File: config.mk
export PLATFORM = sky130hd
export DESIGN_NAME = matmul_b_panel_pack_addr_unit
export DESIGN_NICKNAME = d
export VERILOG_FILES = /design/src/rtl/mmbp_pkg.sv /design/src/rtl/mmbp_cfg_regs.sv /design/src/rtl/mmbp_walk.sv /design/src/rtl/matmul_b_panel_pack_addr_unit.sv
export VERILOG_INCLUDE_DIRS = /design/src /design/src/rtl
export SDC_FILE = /design/constraint.sdc
export NUM_CORES = 1
export LEC_CHECK = 0
export ABC_AREA = 1
export ABC_CLOCK_PERIOD_IN_PS = 10850
export BUFFER_PORTS_ARGS = -buffer_cell sky130_fd_sc_hd__buf_2
export CAP_MARGIN = 20
export CORE_MARGIN = 10
export CORE_UTILIZATION = 64
export DETAILED_ROUTE_END_ITERATION = 8
export PLACE_DENSITY = 0.82
export SLEW_MARGIN = 10
export SYNTH_ARGS = -nofsm -noshare
export SYNTH_HDL_FRONTEND = slang
export SYNTH_SLANG_ARGS = --single-unit
export TNS_END_PERCENT = 50
File: constraint.sdc
create_clock -name clk -period 10.85 [get_ports clk]
set_clock_uncertainty 0.2 [all_clocks]
set_input_delay 0.5425 -clock clk [delete_from_list [all_inputs] [get_ports clk]]
set_output_delay 0.5425 -clock clk [all_outputs]
set_load 0.1 [all_outputs]
File: src/rtl/matmul_b_panel_pack_addr_unit_defines.svh
// Assertion macros shared by the panel packing address unit.
// Expects clk and arst_n in the scope of each use.
`ifndef MATMUL_B_PANEL_PACK_ADDR_UNIT_DEFINES_SVH
`define MATMUL_B_PANEL_PACK_ADDR_UNIT_DEFINES_SVH

// Same-cycle implication, disabled during reset.
`define MMBP_ASSERT_NOW(lbl, ante, cons, msg) \
	lbl: assert property (@(posedge clk) disable iff (!arst_n) (ante) |-> (cons)) \
		else $error(msg);

// Next-cycle implication, disabled during reset.
`define MMBP_ASSERT_NEXT(lbl, ante, cons, msg) \
	lbl: assert property (@(posedge clk) disable iff (!arst_n) (ante) |=> (cons)) \
		else $error(msg);

`endif

File: src/rtl/mmbp_pkg.sv
// Shared types, constants and the panel size table for the panel packing
// address unit. No dependencies.
`default_nettype none

package mmbp_pkg;

	// Configuration register file
	localparam int CFG_W     = 13;
	localparam int CFG_IDX_W = 2;

	localparam logic [CFG_IDX_W-1:0] REG_SOURCE_ROWS    = 2'd0;
	localparam logic [CFG_IDX_W-1:0] REG_SOURCE_COLS    = 2'd1;
	localparam logic [CFG_IDX_W-1:0] REG_TRANSPOSE_MODE = 2'd2;

	// Panel widths, widest first
	localparam int LEVELS  = 6;
	localparam int LEVEL_W = 3;
	localparam int SIZE_W  = 5;

	typedef struct packed {
		logic [CFG_W-1:0] source_rows;
		logic [CFG_W-1:0] source_cols;
		logic             transpose_mode;
	} cfg_t;

	// One step request from the pipeline to the walker
	typedef struct packed {
		logic step;
		logic restart;
	} walk_ctl_t;

	function automatic logic [SIZE_W-1:0] level_width(input logic [LEVEL_W-1:0] level);
		logic [SIZE_W-1:0] sz;
		unique case (level)
			3'd0:    sz = 5'd24;
			3'd1:    sz = 5'd16;
			3'd2:    sz = 5'd8;
			3'd3:    sz = 5'd4;
			3'd4:    sz = 5'd2;
			3'd5:    sz = 5'd1;
			default: sz = 5'd0;
		endcase
		return sz;
	endfunction

endpackage

`default_nettype wire

File: src/rtl/mmbp_cfg_regs.sv
// Configuration registers of the panel packing address unit.
// Depends on mmbp_pkg.
`default_nettype none

module mmbp_cfg_regs
	import mmbp_pkg::*;
(
	input  wire logic                 clk,
	input  wire logic                 arst_n,
	input  wire logic                 cfg_we,
	input  wire logic [CFG_IDX_W-1:0] cfg_index,
	input  wire logic [CFG_W-1:0]     cfg_data,
	output cfg_t                      cfg
);

	logic [CFG_W-1:0] rows_q;
	logic [CFG_W-1:0] cols_q;
	logic             trans_q;

	// Register writes; unknown indexes are dropped
	always_ff @(posedge clk or negedge arst_n) begin
		if (!arst_n) begin
			rows_q  <= CFG_W'(1);
			cols_q  <= CFG_W'(1);
			trans_q <= 1'b0;
		end else if (cfg_we) begin
			unique case (cfg_index)
				REG_SOURCE_ROWS:    rows_q  <= cfg_data;
				REG_SOURCE_COLS:    cols_q  <= cfg_data;
				REG_TRANSPOSE_MODE: trans_q <= cfg_data[0];
				default:            ;
			endcase
		end
	end

	assign cfg.source_rows    = rows_q;
	assign cfg.source_cols    = cols_q;
	assign cfg.transpose_mode = trans_q;

endmodule

`default_nettype wire

File: src/rtl/mmbp_walk.sv
// Panel walk state and per-step address arithmetic: computes the result of
// one step and updates the walk state when the step is taken. Depends on mmbp_pkg.
`default_nettype none

module mmbp_walk
	import mmbp_pkg::*;
#(
	parameter int MAX_DIM    = 4096,
	parameter int INDEX_BITS = 24
) (
	input  wire logic                  clk,
	input  wire logic                  arst_n,
	input  wire cfg_t                  cfg,
	input  wire walk_ctl_t             ctl,
	output logic [INDEX_BITS-1:0]      source_index,
	output logic [INDEX_BITS-1:0]      dest_index,
	output logic                       last_element,
	output logic                       exhausted
);

	`include "matmul_b_panel_pack_addr_unit_defines.svh"

	localparam int DIM_BITS = $clog2(MAX_DIM + 1);
	localparam int CMP_BITS = (DIM_BITS > CFG_W) ? DIM_BITS : CFG_W;
	localparam int OFF_BITS = ((DIM_BITS > SIZE_W) ? DIM_BITS : SIZE_W) + 1;
	localparam int PROD_W   = 2 * DIM_BITS;
	localparam int SUM_W    = PROD_W + 1;

	// Walk state
	logic [LEVEL_W-1:0]    level_q;
	logic [DIM_BITS-1:0]   offset_q;
	logic [DIM_BITS-1:0]   row_q;
	logic [SIZE_W-1:0]     col_q;
	logic [INDEX_BITS-1:0] dest_q;
	logic                  fin_q;
	logic [DIM_BITS-1:0]   lat_cols_q;
	logic [DIM_BITS-1:0]   lat_h_q;
	logic [DIM_BITS-1:0]   lat_w_q;
	logic                  lat_trans_q;

	// Effective state after an optional restart
	logic [DIM_BITS-1:0]   clamp_r;
	logic [DIM_BITS-1:0]   clamp_c;
	logic [LEVEL_W-1:0]    e_level;
	logic [DIM_BITS-1:0]   e_offset;
	logic [DIM_BITS-1:0]   e_row;
	logic [SIZE_W-1:0]     e_col;
	logic [INDEX_BITS-1:0] e_dest;
	logic                  e_fin;
	logic [DIM_BITS-1:0]   e_cols;
	logic [DIM_BITS-1:0]   e_h;
	logic [DIM_BITS-1:0]   e_w;
	logic                  e_trans;

	// Next state
	logic [LEVEL_W-1:0]    n_level;
	logic [DIM_BITS-1:0]   n_offset;
	logic [DIM_BITS-1:0]   n_row;
	logic [SIZE_W-1:0]     n_col;
	logic [INDEX_BITS-1:0] n_dest;
	logic                  n_fin;

	// Address datapath
	logic [SIZE_W-1:0]     cur_size;
	logic [DIM_BITS-1:0]   lcol;
	logic [DIM_BITS-1:0]   mul_a;
	logic [DIM_BITS-1:0]   mul_c;
	logic [PROD_W-1:0]     prod;
	logic [SUM_W-1:0]      src_sum;
	logic [OFF_BITS-1:0]   off_next;

	function automatic logic [DIM_BITS-1:0] clamp_dim(input logic [CFG_W-1:0] v);
		logic [DIM_BITS-1:0] d;
		if (CMP_BITS'(v) > CMP_BITS'(MAX_DIM))
			d = DIM_BITS'(MAX_DIM);
		else
			d = DIM_BITS'(v);
		return d;
	endfunction

	// First panel level at or after start that still fits; LEVELS if none
	function automatic logic [LEVEL_W-1:0] settle(input logic [LEVEL_W-1:0]  start,
						      input logic [OFF_BITS-1:0] off,
						      input logic [DIM_BITS-1:0] w);
		logic [LEVEL_W-1:0] lvl;
		logic               found;
		lvl   = LEVEL_W'(LEVELS);
		found = 1'b0;
		for (int l = 0; l < LEVELS; l++) begin
			if (!found && (LEVEL_W'(l) >= start) &&
			    (off + OFF_BITS'(level_width(LEVEL_W'(l))) <= OFF_BITS'(w))) begin
				lvl   = LEVEL_W'(l);
				found = 1'b1;
			end
		end
		return lvl;
	endfunction

	// Apply a restart: latch dimensions, clear counters, pick first panel
	always_comb begin
		clamp_r = clamp_dim(cfg.source_rows);
		clamp_c = clamp_dim(cfg.source_cols);
		if (ctl.restart) begin
			e_cols   = clamp_c;
			e_trans  = cfg.transpose_mode;
			e_h      = cfg.transpose_mode ? clamp_c : clamp_r;
			e_w      = cfg.transpose_mode ? clamp_r : clamp_c;
			e_offset = '0;
			e_row    = '0;
			e_col    = '0;
			e_dest   = '0;
			if (clamp_r == '0 || clamp_c == '0) begin
				e_level = '0;
				e_fin   = 1'b1;
			end else begin
				e_level = settle('0, '0, e_w);
				e_fin   = (e_level >= LEVEL_W'(LEVELS));
			end
		end else begin
			e_cols   = lat_cols_q;
			e_trans  = lat_trans_q;
			e_h      = lat_h_q;
			e_w      = lat_w_q;
			e_offset = offset_q;
			e_row    = row_q;
			e_col    = col_q;
			e_dest   = dest_q;
			e_level  = level_q;
			e_fin    = fin_q || (level_q >= LEVEL_W'(LEVELS));
		end
	end

	// Source address: row * stride + col, operands swapped when transposed
	always_comb begin
		lcol    = e_offset + DIM_BITS'(e_col);
		mul_a   = e_trans ? lcol : e_row;
		mul_c   = e_trans ? e_row : lcol;
		prod    = PROD_W'(mul_a) * PROD_W'(e_cols);
		src_sum = SUM_W'(prod) + SUM_W'(mul_c);
	end

	// Advance column, then row, then panel
	always_comb begin
		cur_size = level_width(e_level);
		off_next = OFF_BITS'(e_offset) + OFF_BITS'(cur_size);
		n_level  = e_level;
		n_offset = e_offset;
		n_row    = e_row;
		n_col    = e_col;
		n_dest   = e_dest;
		n_fin    = e_fin;
		if (!e_fin) begin
			n_dest = e_dest + INDEX_BITS'(1);
			if ((SIZE_W + 1)'(e_col) + (SIZE_W + 1)'(1) >= (SIZE_W + 1)'(cur_size)) begin
				n_col = '0;
				if ((DIM_BITS + 1)'(e_row) + (DIM_BITS + 1)'(1) >= (DIM_BITS + 1)'(e_h)) begin
					n_row    = '0;
					n_offset = DIM_BITS'(off_next);
					n_level  = settle(e_level, off_next, e_w);
					n_fin    = (n_level >= LEVEL_W'(LEVELS));
				end else begin
					n_row = e_row + DIM_BITS'(1);
				end
			end else begin
				n_col = e_col + SIZE_W'(1);
			end
		end
	end

	// Result of this step
	always_comb begin
		if (e_fin) begin
			source_index = '0;
			dest_index   = '0;
			last_element = 1'b0;
			exhausted    = 1'b1;
		end else begin
			source_index = INDEX_BITS'(src_sum);
			dest_index   = e_dest;
			last_element = n_fin;
			exhausted    = 1'b0;
		end
	end

	// State update on each taken step
	always_ff @(posedge clk or negedge arst_n) begin
		if (!arst_n) begin
			level_q     <= '0;
			offset_q    <= '0;
			row_q       <= '0;
			col_q       <= '0;
			dest_q      <= '0;
			fin_q       <= 1'b1;
			lat_cols_q  <= '0;
			lat_h_q     <= '0;
			lat_w_q     <= '0;
			lat_trans_q <= 1'b0;
		end else if (ctl.step) begin
			level_q     <= n_level;
			offset_q    <= n_offset;
			row_q       <= n_row;
			col_q       <= n_col;
			dest_q      <= n_dest;
			fin_q       <= n_fin;
			lat_cols_q  <= e_cols;
			lat_h_q     <= e_h;
			lat_w_q     <= e_w;
			lat_trans_q <= e_trans;
		end
	end

	`MMBP_ASSERT_NOW(a_col_in_panel, !fin_q, col_q < level_width(level_q),
		"column beyond panel width")
	`MMBP_ASSERT_NEXT(a_last_sets_fin, ctl.step && last_element, fin_q,
		"last element did not end the walk")
	`MMBP_ASSERT_NOW(a_fin_needs_restart, $fell(fin_q), $past(ctl.step && ctl.restart),
		"walk resumed without restart")

endmodule

`default_nettype wire

File: src/rtl/matmul_b_panel_pack_addr_unit.sv
// Top level of the panel packing address unit: input register, walk unit
// and result register. Depends on mmbp_pkg, mmbp_cfg_regs and mmbp_walk.
`default_nettype none

// Issues one packed-panel source address per transfer. Each accepted input
// item (restart or next) yields exactly one result, which passes from the input
// register through the walk unit into the result register; a new item is
// taken every cycle while the result side does not stall. The walk unit
// finishes each step (address multiply-add and counter advance) between the
// input register and the result register. The result register holds a
// waiting result while the input register already takes the next item;
// stall on the result side reaches the input side in the same cycle. A
// restart latches the configuration registers.
module matmul_b_panel_pack_addr_unit
	import mmbp_pkg::*;
#(
	parameter int MAX_DIM    = 4096,
	parameter int INDEX_BITS = 24
) (
	input  wire logic                  clk,
	input  wire logic                  arst_n,
	input  wire logic                  cfg_we,
	input  wire logic [CFG_IDX_W-1:0]  cfg_index,
	input  wire logic [CFG_W-1:0]      cfg_data,
	input  wire logic                  in_valid,
	output logic                       in_stall,
	input  wire logic                  restart,
	output logic                       out_valid,
	input  wire logic                  out_stall,
	output logic [INDEX_BITS-1:0]      source_index,
	output logic [INDEX_BITS-1:0]      dest_index,
	output logic                       last_element,
	output logic                       exhausted
);

	`include "matmul_b_panel_pack_addr_unit_defines.svh"

	cfg_t                  cfg;
	walk_ctl_t             ctl;
	logic                  valid_s1;
	logic                  restart_s1;
	logic                  fire;
	logic                  in_xfer;
	logic [INDEX_BITS-1:0] w_source_index;
	logic [INDEX_BITS-1:0] w_dest_index;
	logic                  w_last;
	logic                  w_exh;
	logic                  out_valid_q;
	logic [INDEX_BITS-1:0] source_index_q;
	logic [INDEX_BITS-1:0] dest_index_q;
	logic                  last_q;
	logic                  exh_q;

	mmbp_cfg_regs u_cfg (
		.clk       (clk),
		.arst_n    (arst_n),
		.cfg_we    (cfg_we),
		.cfg_index (cfg_index),
		.cfg_data  (cfg_data),
		.cfg       (cfg)
	);

	// Handshake: step when the result register is free or being drained
	assign fire     = valid_s1 && (!out_valid_q || !out_stall);
	assign in_stall = valid_s1 && !fire;
	assign in_xfer  = in_valid && !in_stall;

	assign ctl.step    = fire;
	assign ctl.restart = restart_s1;

	mmbp_walk #(
		.MAX_DIM    (MAX_DIM),
		.INDEX_BITS (INDEX_BITS)
	) u_walk (
		.clk          (clk),
		.arst_n       (arst_n),
		.cfg          (cfg),
		.ctl          (ctl),
		.source_index (w_source_index),
		.dest_index   (w_dest_index),
		.last_element (w_last),
		.exhausted    (w_exh)
	);

	// Input register
	always_ff @(posedge clk or negedge arst_n) begin
		if (!arst_n) begin
			valid_s1 <= 1'b0;
		end else if (in_xfer) begin
			valid_s1 <= 1'b1;
		end else if (fire) begin
			valid_s1 <= 1'b0;
		end
	end

	always_ff @(posedge clk) begin
		if (in_xfer) begin
			restart_s1 <= restart;
		end
	end

	// Result register
	always_ff @(posedge clk or negedge arst_n) begin
		if (!arst_n) begin
			out_valid_q <= 1'b0;
		end else if (fire) begin
			out_valid_q <= 1'b1;
		end else if (!out_stall) begin
			out_valid_q <= 1'b0;
		end
	end

	always_ff @(posedge clk) begin
		if (fire) begin
			source_index_q <= w_source_index;
			dest_index_q   <= w_dest_index;
			last_q         <= w_last;
			exh_q          <= w_exh;
		end
	end

	assign out_valid    = out_valid_q;
	assign source_index = source_index_q;
	assign dest_index   = dest_index_q;
	assign last_element = last_q;
	assign exhausted    = exh_q;

	`MMBP_ASSERT_NOW(a_exhausted_zero, out_valid_q && exh_q,
		(source_index_q == '0) && (dest_index_q == '0) && !last_q,
		"exhausted result carries data")

endmodule

`default_nettype wire
# After elaboration in Yosys (flattened, before gate mapping)
# Index checks and enable logic that the tools add are counted.
totals:
  word_cells: 233
  regBits: 179
  output_inout_bits: 52
  inputBits: 21
op_classes:
  eq_ne: 8
  n_reduce_logical: 44
  muxes: 121
  addsub: 14
  n_mul: 1
  n_lt_le_gt_ge: 25
op_table:
  columns: ["operator", "n"]
  rows:
  - ["two-way mux 13 bit", 17]
  - ["two-way mux 5 bit", 33]
  - ["adder 14 x 5 -> 14 bit", 6]
  - ["less-or-equal comparator 14 x 13 -> 1 bit", 6]
  - ["less-or-equal comparator 5 x 13 -> 1 bit", 6]
  - ["two-way mux 3 bit", 22]
  - ["two-way mux 24 bit", 2]
  - ["two-way mux 1 bit", 46]
  - ["one-hot mux 5 bit (6 select lines)", 1]
  - ["greater-than comparator 13 bit, second input constant", 2]
  - ["zero test 13 bit", 2]
  - ["adder 24 x 1 -> 24 bit, second input constant", 1]
  - ["adder 24 x 13 -> 24 bit", 1]
  - ["multiplier 13 x 13 -> 24 bit", 1]
  - ["logical AND 1 bit", 19]
  - ["adder 13 x 1 -> 14 bit, second input constant", 1]
  - ["adder 13 x 5 -> 14 bit", 1]
  - ["greater-or-equal comparator 14 x 13 -> 1 bit", 1]
  - ["zero test 1 bit", 14]
  - ["adder 13 x 1 -> 13 bit, second input constant", 1]
  - ["adder 13 x 5 -> 13 bit", 1]
  - ["greater-or-equal comparator 3 bit, second input constant", 3]
  - ["adder 5 x 1 -> 6 bit, second input constant", 1]
  - ["== test 3 x 2 -> 1 bit, second input constant", 2]
  - ["15 further kinds", 23]

# Logic depth before layout (Yosys ltp)
# Gate-level depths: netlist (run 1).
logic_depth:
  ltp_word: 88
  ltp_mapped: 50
  depth_no_buf: 50

# Hierarchy
# From an unflattened synthesis (run 1), not the netlist that was laid out.
hier_totals:
  hier_cells: 2471
  hier_area_um2: 19044.5
by_module_without_submodules:
  columns: ["module", "seq_area_each_um2", "n_inst", "area_each_um2", "cells_per_inst"]
  rows:
  - ["mmbp_walk", 2478.6, 1, 16259.3, 2284]
  - ["matmul_b_panel_pack_addr_unit", 1581.5, 1, 1626.6, 63]
  - ["mmbp_cfg_regs", 678.2, 1, 1158.6, 124]

# Worst setup path before layout (run 1)
# OpenSTA, ideal clock, no wires.
synth_timing:
  path_kind: "reg2reg"
  startpoint: "reg restart_s1"
  endpoint: "reg source_index_q[23], in the netlist source_index[23] (data pin)"
  required_ns: 10.390
  arrival_ns: 8.099
  path_slack_ns: 2.291
  path_buffers: 5
  setup_ns: 0.260
  period_less_slack_ns: 8.559
  path_stages_with_launch: 42
  path_cell_list: "edfxtp_1 buf_6 buf_2 buf_2 clkbuf_1 buf_2 nor2_1 fa_1 a21oi_1 o21bai_1 nand2_1 a21oi_1 nand2_1 nor2_1 xor2_1 or2_2 o21ai_1 inv_1 [... 6 more ...] fa_1 fa_1 inv_1 ha_1 nand2_1 inv_1 o21ai_0 nand2_1 a21oi_1 nand2_1 a21oi_1 o21ai_0 a21oi_1 nor2_1 nor2_1 inv_1 o21ai_1 a21oi_1"
synth_between:
  elab_chain_len: 5
  elab_cells_between_ends: 11
  cone_classes: "add/sub (2); mul (1); mux (8)"
synth_lines:
  columns: ["element", "line_no", "source"]
  rows:
  - ["from (decl)", "matmul_b_panel_pack_addr_unit.sv:41", "logic restart_s1;"]
  - ["from (signal assigned)", "matmul_b_panel_pack_addr_unit.sv:98", "restart_s1 <= restart;"]
  - ["two-way mux 13 bit / two-way mux 5 bit (equally long branches)", "mmbp_walk.sv:103", "if (ctl.restart) begin"]
  - ["adder 13 x 5 -> 13 bit", "mmbp_walk.sv:135", "lcol = e_offset + DIM_BITS'(e_col);"]
  - ["two-way mux 13 bit", "mmbp_walk.sv:136", "mul_a = e_trans ? lcol : e_row;"]
  - ["multiplier 13 x 13 -> 24 bit", "mmbp_walk.sv:138", "prod = PROD_W'(mul_a) * PROD_W'(e_cols);"]
  - ["adder 24 x 13 -> 24 bit", "mmbp_walk.sv:139", "src_sum = SUM_W'(prod) + SUM_W'(mul_c);"]
  - ["to (signal assigned)", "matmul_b_panel_pack_addr_unit.sv:115", "source_index_q <= w_source_index;"]
  - ["to (decl)", "matmul_b_panel_pack_addr_unit.sv:49", "logic [INDEX_BITS-1:0] source_index_q;"]
# Parallel ways exist; a longest one is shown, timed or not.
# A chain may end at the register's enable or synchronous reset.

# Worst setup path after layout (run 1)
# Same ends and word-level chain as after synthesis.

==> reports/qor.txt, run 1 <==
status: completed
fin worst setup slack: 1.998 ns
EDFF count, synth: 51
H-tree levels: 4
DRT iter0 DRCs: 1767
area of the multi-input gates: 11810 um2
Sequential Area: 4738 um2
clk_lat worst skew: 0.45 ns
Post-CTS Setup Inserts: 0
maximum vdd drop: 0.2583 mV
# DRC: 0
Area growth, synth to finish: 7.950%
Via Count: 16.30k
most frequent cell after synthesis: nand2_1
synthesized area: 18290 um2
CTS tree: yes
gr usage total: 29.43%
register area share after synthesis: 25.91%
synth unique cells: 64
initial antenna violation count: 0
Synthesized Nets: 2669
Final min period: 8.852 ns
Critical Path Fanout Max: 10
core box area: 28010 um2
layout cells sized above 1: 8.634%
number of gates resized after CTS: 0
fmax: 0.1130 GHz
register clock-pin slew on the reported worst setup and hold paths: 0.09 ns
Cells after Synth: 2332
Final Hold Fails: 0
synth warn: 0
Vias/cell: 5.848
width of the die: 189.0 um
CP Data Arrival Time: 8.85 ns
Post-Place Worst Slack: 1.968 ns
class of the worst hold path: in -> reg
clock tree sinks: 179
# nets final: 2733
Least-Margin Pin Slew: 1.145 ns
# rows: 61
setup_tns: 0 ns
Num CTS Buffers: 17
I/O Buffers: 72
CTS root buf: clkbuf_16
GP Congestion: 0.9924
Main synth FF type: dfrtp_1
Synth area leader: dfrtp_1
post-route ant nets: 0
RSZ-0062 raised after global routing: false
Avg Synthesized Cell Area: 7.843 um2
# IOs: 73
CP peak stage delay: 0.51 ns
Synth area leaders: dfrtp_1 17%, fa_1 14%, ha_1 13%
drt total wl: 52300 um
number of global-route vias before repair: 16.16k
PD cells: 336.1 nW/um2
Final setup viols: 0
die area: 35740 um2
Yosys reg bits: 179
FILL cells: 2311
Synth top area share: 17.10%
Overflow after GRT: 0
Ant. Diodes: 0
Post-synth top cells: 489 x nand2_1, 372 x inv_1, 241 x nor2_1
fin crit share: 81.58%
Slew Limit Fails: 0
critical path launch point type: flip-flop
Starting Density: 65.29%
Slew Limit Headroom: 23.38%
worst-case clock buffer depth: 2
Leak: 9.827 nW
post-DP HPWL: 40840 um
DR pass1 iterations: 8
first-pass GRT wire length: 84690 um
height of the die: 189.0 um
FFs w/ async S/R, synth: 71.51%
wire per inst: 18.76 um
CP max-delay cell: edfxtp_1
Worst EP required: 10.85 ns
critical path class: reg -> reg
hold slack final: 0.09449 ns
largest net degree at the start of global routing: 80
Setup crit end kind: flip-flop
max-cap violations: 0
==> flip-flops by register name (all words and copies together), names as in the netlist <==
register / flops
u_walk.col_q: 5
u_walk.lat_h_q: 13
source_index: 24
u_walk.lat_trans_q: 1
u_walk.lat_w_q: 13
u_walk.fin_q: 1
u_walk.row_q: 13
valid_s1: 1
out_valid: 1
last_element: 1
dest_index: 24
u_cfg.cols_q: 13
u_walk.level_q: 3
restart_s1: 1
u_cfg.rows_q: 13
u_walk.dest_q: 24
u_walk.lat_cols_q: 13
u_cfg.trans_q: 1
exhausted: 1
u_walk.offset_q: 13
==> final timing paths <==
| check | startpoint | end | slack [ns] | cells past startpoint |
|---|---|---|---|---|
| worst max-delay path | restart_s1 | source_index[23] | 2.00 | 37 |
| worst min-delay path | restart | restart_s1 | 0.09 | 1 |
| worst max register to register | restart_s1 | source_index[23] | 2.00 | 37 |
| worst min register to register | u_walk.lat_cols_q[6] | u_walk.lat_cols_q[6] | 0.29 | 2 |
| max in group asynchronous | arst_n | u_walk.lat_h_q[12] | 8.46 | 3 |
| min in group asynchronous | arst_n | u_walk.offset_q[3] | 0.52 | 2 |
==> placed cells by master, fill, tap and decap left out, types with 25 or more instances in the layout <==
master    Yosys  final
a21oi_1     100    100
buf_2         5     73
nand4_1      25     25
ha_1        185    185
dfrtp_1     125    125
xnor2_1      25     25
buf_4         2     25
nand3_1      55     55
o21ai_0     168    168
xor2_1       77     77
nand2_1     489    489
fa_1        131    131
nor3_1       34     34
inv_1       372    371
nor2_1      241    241
edfxtp_1     51     51
==> stage by stage <==
stage | util, % | std cells | power (mW) | area, um2
after floorplan | - | 2332 | 4.692 | 18290
after global placement | 68.10 | 2751 | 5.704 | 19070
after detailed placement | 68.10 | 2751 | 5.886 | 19070
after CTS | 70.42 | 2784 | 6.590 | 19730
after global routing | 70.48 | 2787 | 7.289 | 19740
final | 70.48 | 2787 | 6.636 | 19740
==> timing repair <==
action / in CTS / in global routing
endpoints found under the hold margin: 36 / 0
hold buffers: 1 / 0
setup endpoints to repair: 0 / 0
==> final cells by class <==
| type | instances | area share (%) |
|---|---|---|
| clock buffer | 17 | 2.155 |
| multi-input combinational | 1696 | 59.82 |
| clock inverter | 15 | 1.090 |
| timing repair buffer | 99 | 2.852 |
| sequential | 179 | 24.00 |
| tap | 378 | 2.396 |
| inverter | 403 | 7.687 |
==> worst max-delay path: cells and delay by family (launching register included) <==
kind            cells  cell delay, ns
buf+inv             6            0.75
xor+xnor            1            0.15
simple gates        9            1.26
fa+ha+maj           9            3.66
flops               1            0.51
compound gates     12            2.04
==> per-layer routing <==
layer  track usage (%)  wire [um]
met1             38.31      21700
met2             48.60      24610
met3             4.557       4048
met4             11.08       1938
met5                 0          0
==> where the power goes <==
part / internal, mW / switching, mW / total, mW
clock: 0.324 / 0.349 / 0.673
sequential: 0.958 / 0.0888 / 1.05
combinational: 1.65 / 3.27 / 4.92
total: 2.93 / 3.71 / 6.64
==> cell families after synthesis <==
logic type	synth area share (%)
buffers and inverters	9.516
xor gates and xnor gates	5.186
adders and majority gates	27.00
DFF	25.91
AOI/OAI and AO/OA	11.75
and+or+nand+nor	20.58
muxes	0.06157
Note: power is estimated with default switching activity, not from simulation.
==> run 2, diff against run 1 <==
Settings changed: ABC_CLOCK_PERIOD_IN_PS 10850 to 8300.
Clock period 10.85 ns to 8.3 ns, I/O delays scaled along.
==> run 2 against run 1 <==
- setup slack worse by 1.7 ns
- cell area is 3.2% higher
- non-clock buffer count is 54 higher
- sequential share of layout area is 0.75 points lower
- global-route usage is 1.1 points higher
==> reports/qor.txt, run 2 (same netlist as run 1, synthesis figures left out) <==
register clock-pin slew on the reported worst setup and hold paths: 0.09 ns
Post-Place Worst Slack: -0.1294 ns
CP Data Arrival Time: 8.07 ns
I/O Buffers: 72
hold slack final: 0.01345 ns
RSZ-0062 raised after global routing: true
# IOs: 73
Starting Density: 65.29%
worst-case clock buffer depth: 2
Worst Hold Launch: cfg_data[5]
flop2flop setup slack: 0.35 ns
post-DP HPWL: 42600 um
# rows: 61
height of the die: 189.0 um
class of the worst hold path: in -> reg
Overall Power: 9.494 mW
final core occ: 72.74%
max-cap violations: 0
Sequential Area: 4738 um2
initial antenna violation count: 0
Overflow after GRT: 0
Ant. Diodes: 0
gr usage total: 30.56%
DRT iter0 DRCs: 1946
critical path launch point type: flip-flop
Final setup viols: 0
CP peak stage delay: 0.55 ns
Num CTS Buffers: 17
# nets final: 2787
FILL cells: 2183
CP max-delay cell: fa_1
drt total wl: 54160 um
Least-Margin Pin Slew: 1.038 ns
Slew Limit Fails: 0
worst r2r path cells: 37
wire per inst: 19.06 um
Vias/cell: 5.878
most frequent cells in the layout: 488 x nand2_1, 369 x inv_1, 236 x nor2_1, 177 x ha_1, 163 x o21ai_0
crit path to: source_index[22]
first-pass GRT wire length: 88350 um
area of the multi-input gates: 11970 um2
Crit path top cell by count: fa_1
Critical Path Fanout Max: 9
fmax: 0.1257 GHz
CTS root buf: clkbuf_16
critical path class: reg -> reg
Setup crit end kind: flip-flop
die area: 35740 um2
Area growth, synth to finish: 11.41%
DR pass1 iterations: 6
PD cells: 466.0 nW/um2
# DRC: 0
Slew Limit Headroom: 30.04%
core box area: 28010 um2
CTS tree: yes
fin crit share: 95.83%
clock tree sinks: 179
GP Congestion: 1.013
layout cells sized above 1: 11.86%
fin worst setup slack: 0.3464 ns
post-route ant nets: 0
FF-to-FF End: source_index[22]
width of the die: 189.0 um
Final Hold Fails: 0
clk_lat worst skew: 0.46 ns
number of global-route vias before repair: 16.86k
setup_tns: 0 ns
Final min period: 7.954 ns
H-tree levels: 4
commonest non-fill, non-tap cell in the layout: nand2_1
largest net degree at the start of global routing: 76
status: completed
Leak: 10.11 nW
maximum vdd drop: 0.4207 mV
Worst EP required: 8.42 ns
Via Count: 16.70k
Worst setup startpoint: restart_s1
reg2reg start: restart_s1
## run 2: cell count changes in the layout (fill, tap and decap cells not counted), sizes merged
cell / before / now
buf: 98 / 149
clkinv: 25 / 19
inv: 393 / 398
dlygate4sd3: 1 / 3
bufinv: 0 / 1
clkbuf: 17 / 18
## run 2: power by group
| group | leakage (nW) | internal, mW | switching [mW] | total (mW) |
|---|---|---|---|---|
| registers | 2.15 | 1.25 | 0.116 | 1.37 |
| logic | 7.65 | 2.64 | 4.58 | 7.22 |
| clock network | 0.314 | 0.433 | 0.475 | 0.908 |
## run 2: final cells by class
type | instances | share of cell area [%]
Multi-Input combinational cell | 1696 | 58.76
Sequential cell | 179 | 23.25
Inverter | 403 | 7.522
Timing Repair Buffer | 153 | 4.949
Tap cell | 378 | 2.321
Clock buffer | 17 | 2.088
Clock inverter | 15 | 1.105
## run 2: timing repair
| item | CTS | global route |
|---|---|---|
| pin swaps | 0 | 10 |
| setup endpoints to repair | 2 | 7 |
| endpoints found under the hold margin | 56 | 0 |
| hold buffers | 3 | 0 |
| buffers inserted | 0 | 4 |
| gates resized for setup | 3 | 33 |
## run 2: metrics by stage
step | instance area (um2) | instances
finish | 20380 | 2841
global route | 20380 | 2841
CTS | 20160 | 2836
detailed placement | 19470 | 2801
global placement | 19460 | 2800
floorplan | 18300 | 2332
## run 2: critical path: cells and delay by family, from the launching register on
family	cells	cell delay, ns
DFF	1	0.43
xor gates and xnor gates	1	0.09
and+or+nand+nor	10	1.37
AOI/OAI and AO/OA	11	1.42
buffers and inverters	6	0.63
adders and majority gates	9	3.68
## run 2: worst min path at each step
stage	slack [ns]	cells past startpoint	endpoint
floorplan	-0.08	0	out_valid
global placement	0.26	2	u_walk.lat_cols_q[10]
detailed placement	0.27	2	u_walk.lat_cols_q[3]
CTS	0.02	3	u_cfg.rows_q[0]
global route	0.02	3	u_cfg.rows_q[0]
finish	0.01	3	u_cfg.cols_q[5]
## run 2: per-layer routing
metal	global-route usage, %	vias up	wire, um
met5	0	-	0
met4	12.21	0	2118
met3	4.576	144	4182
met2	50.99	833	25700
met1	39.16	7999	22160
li1	-	7724	-
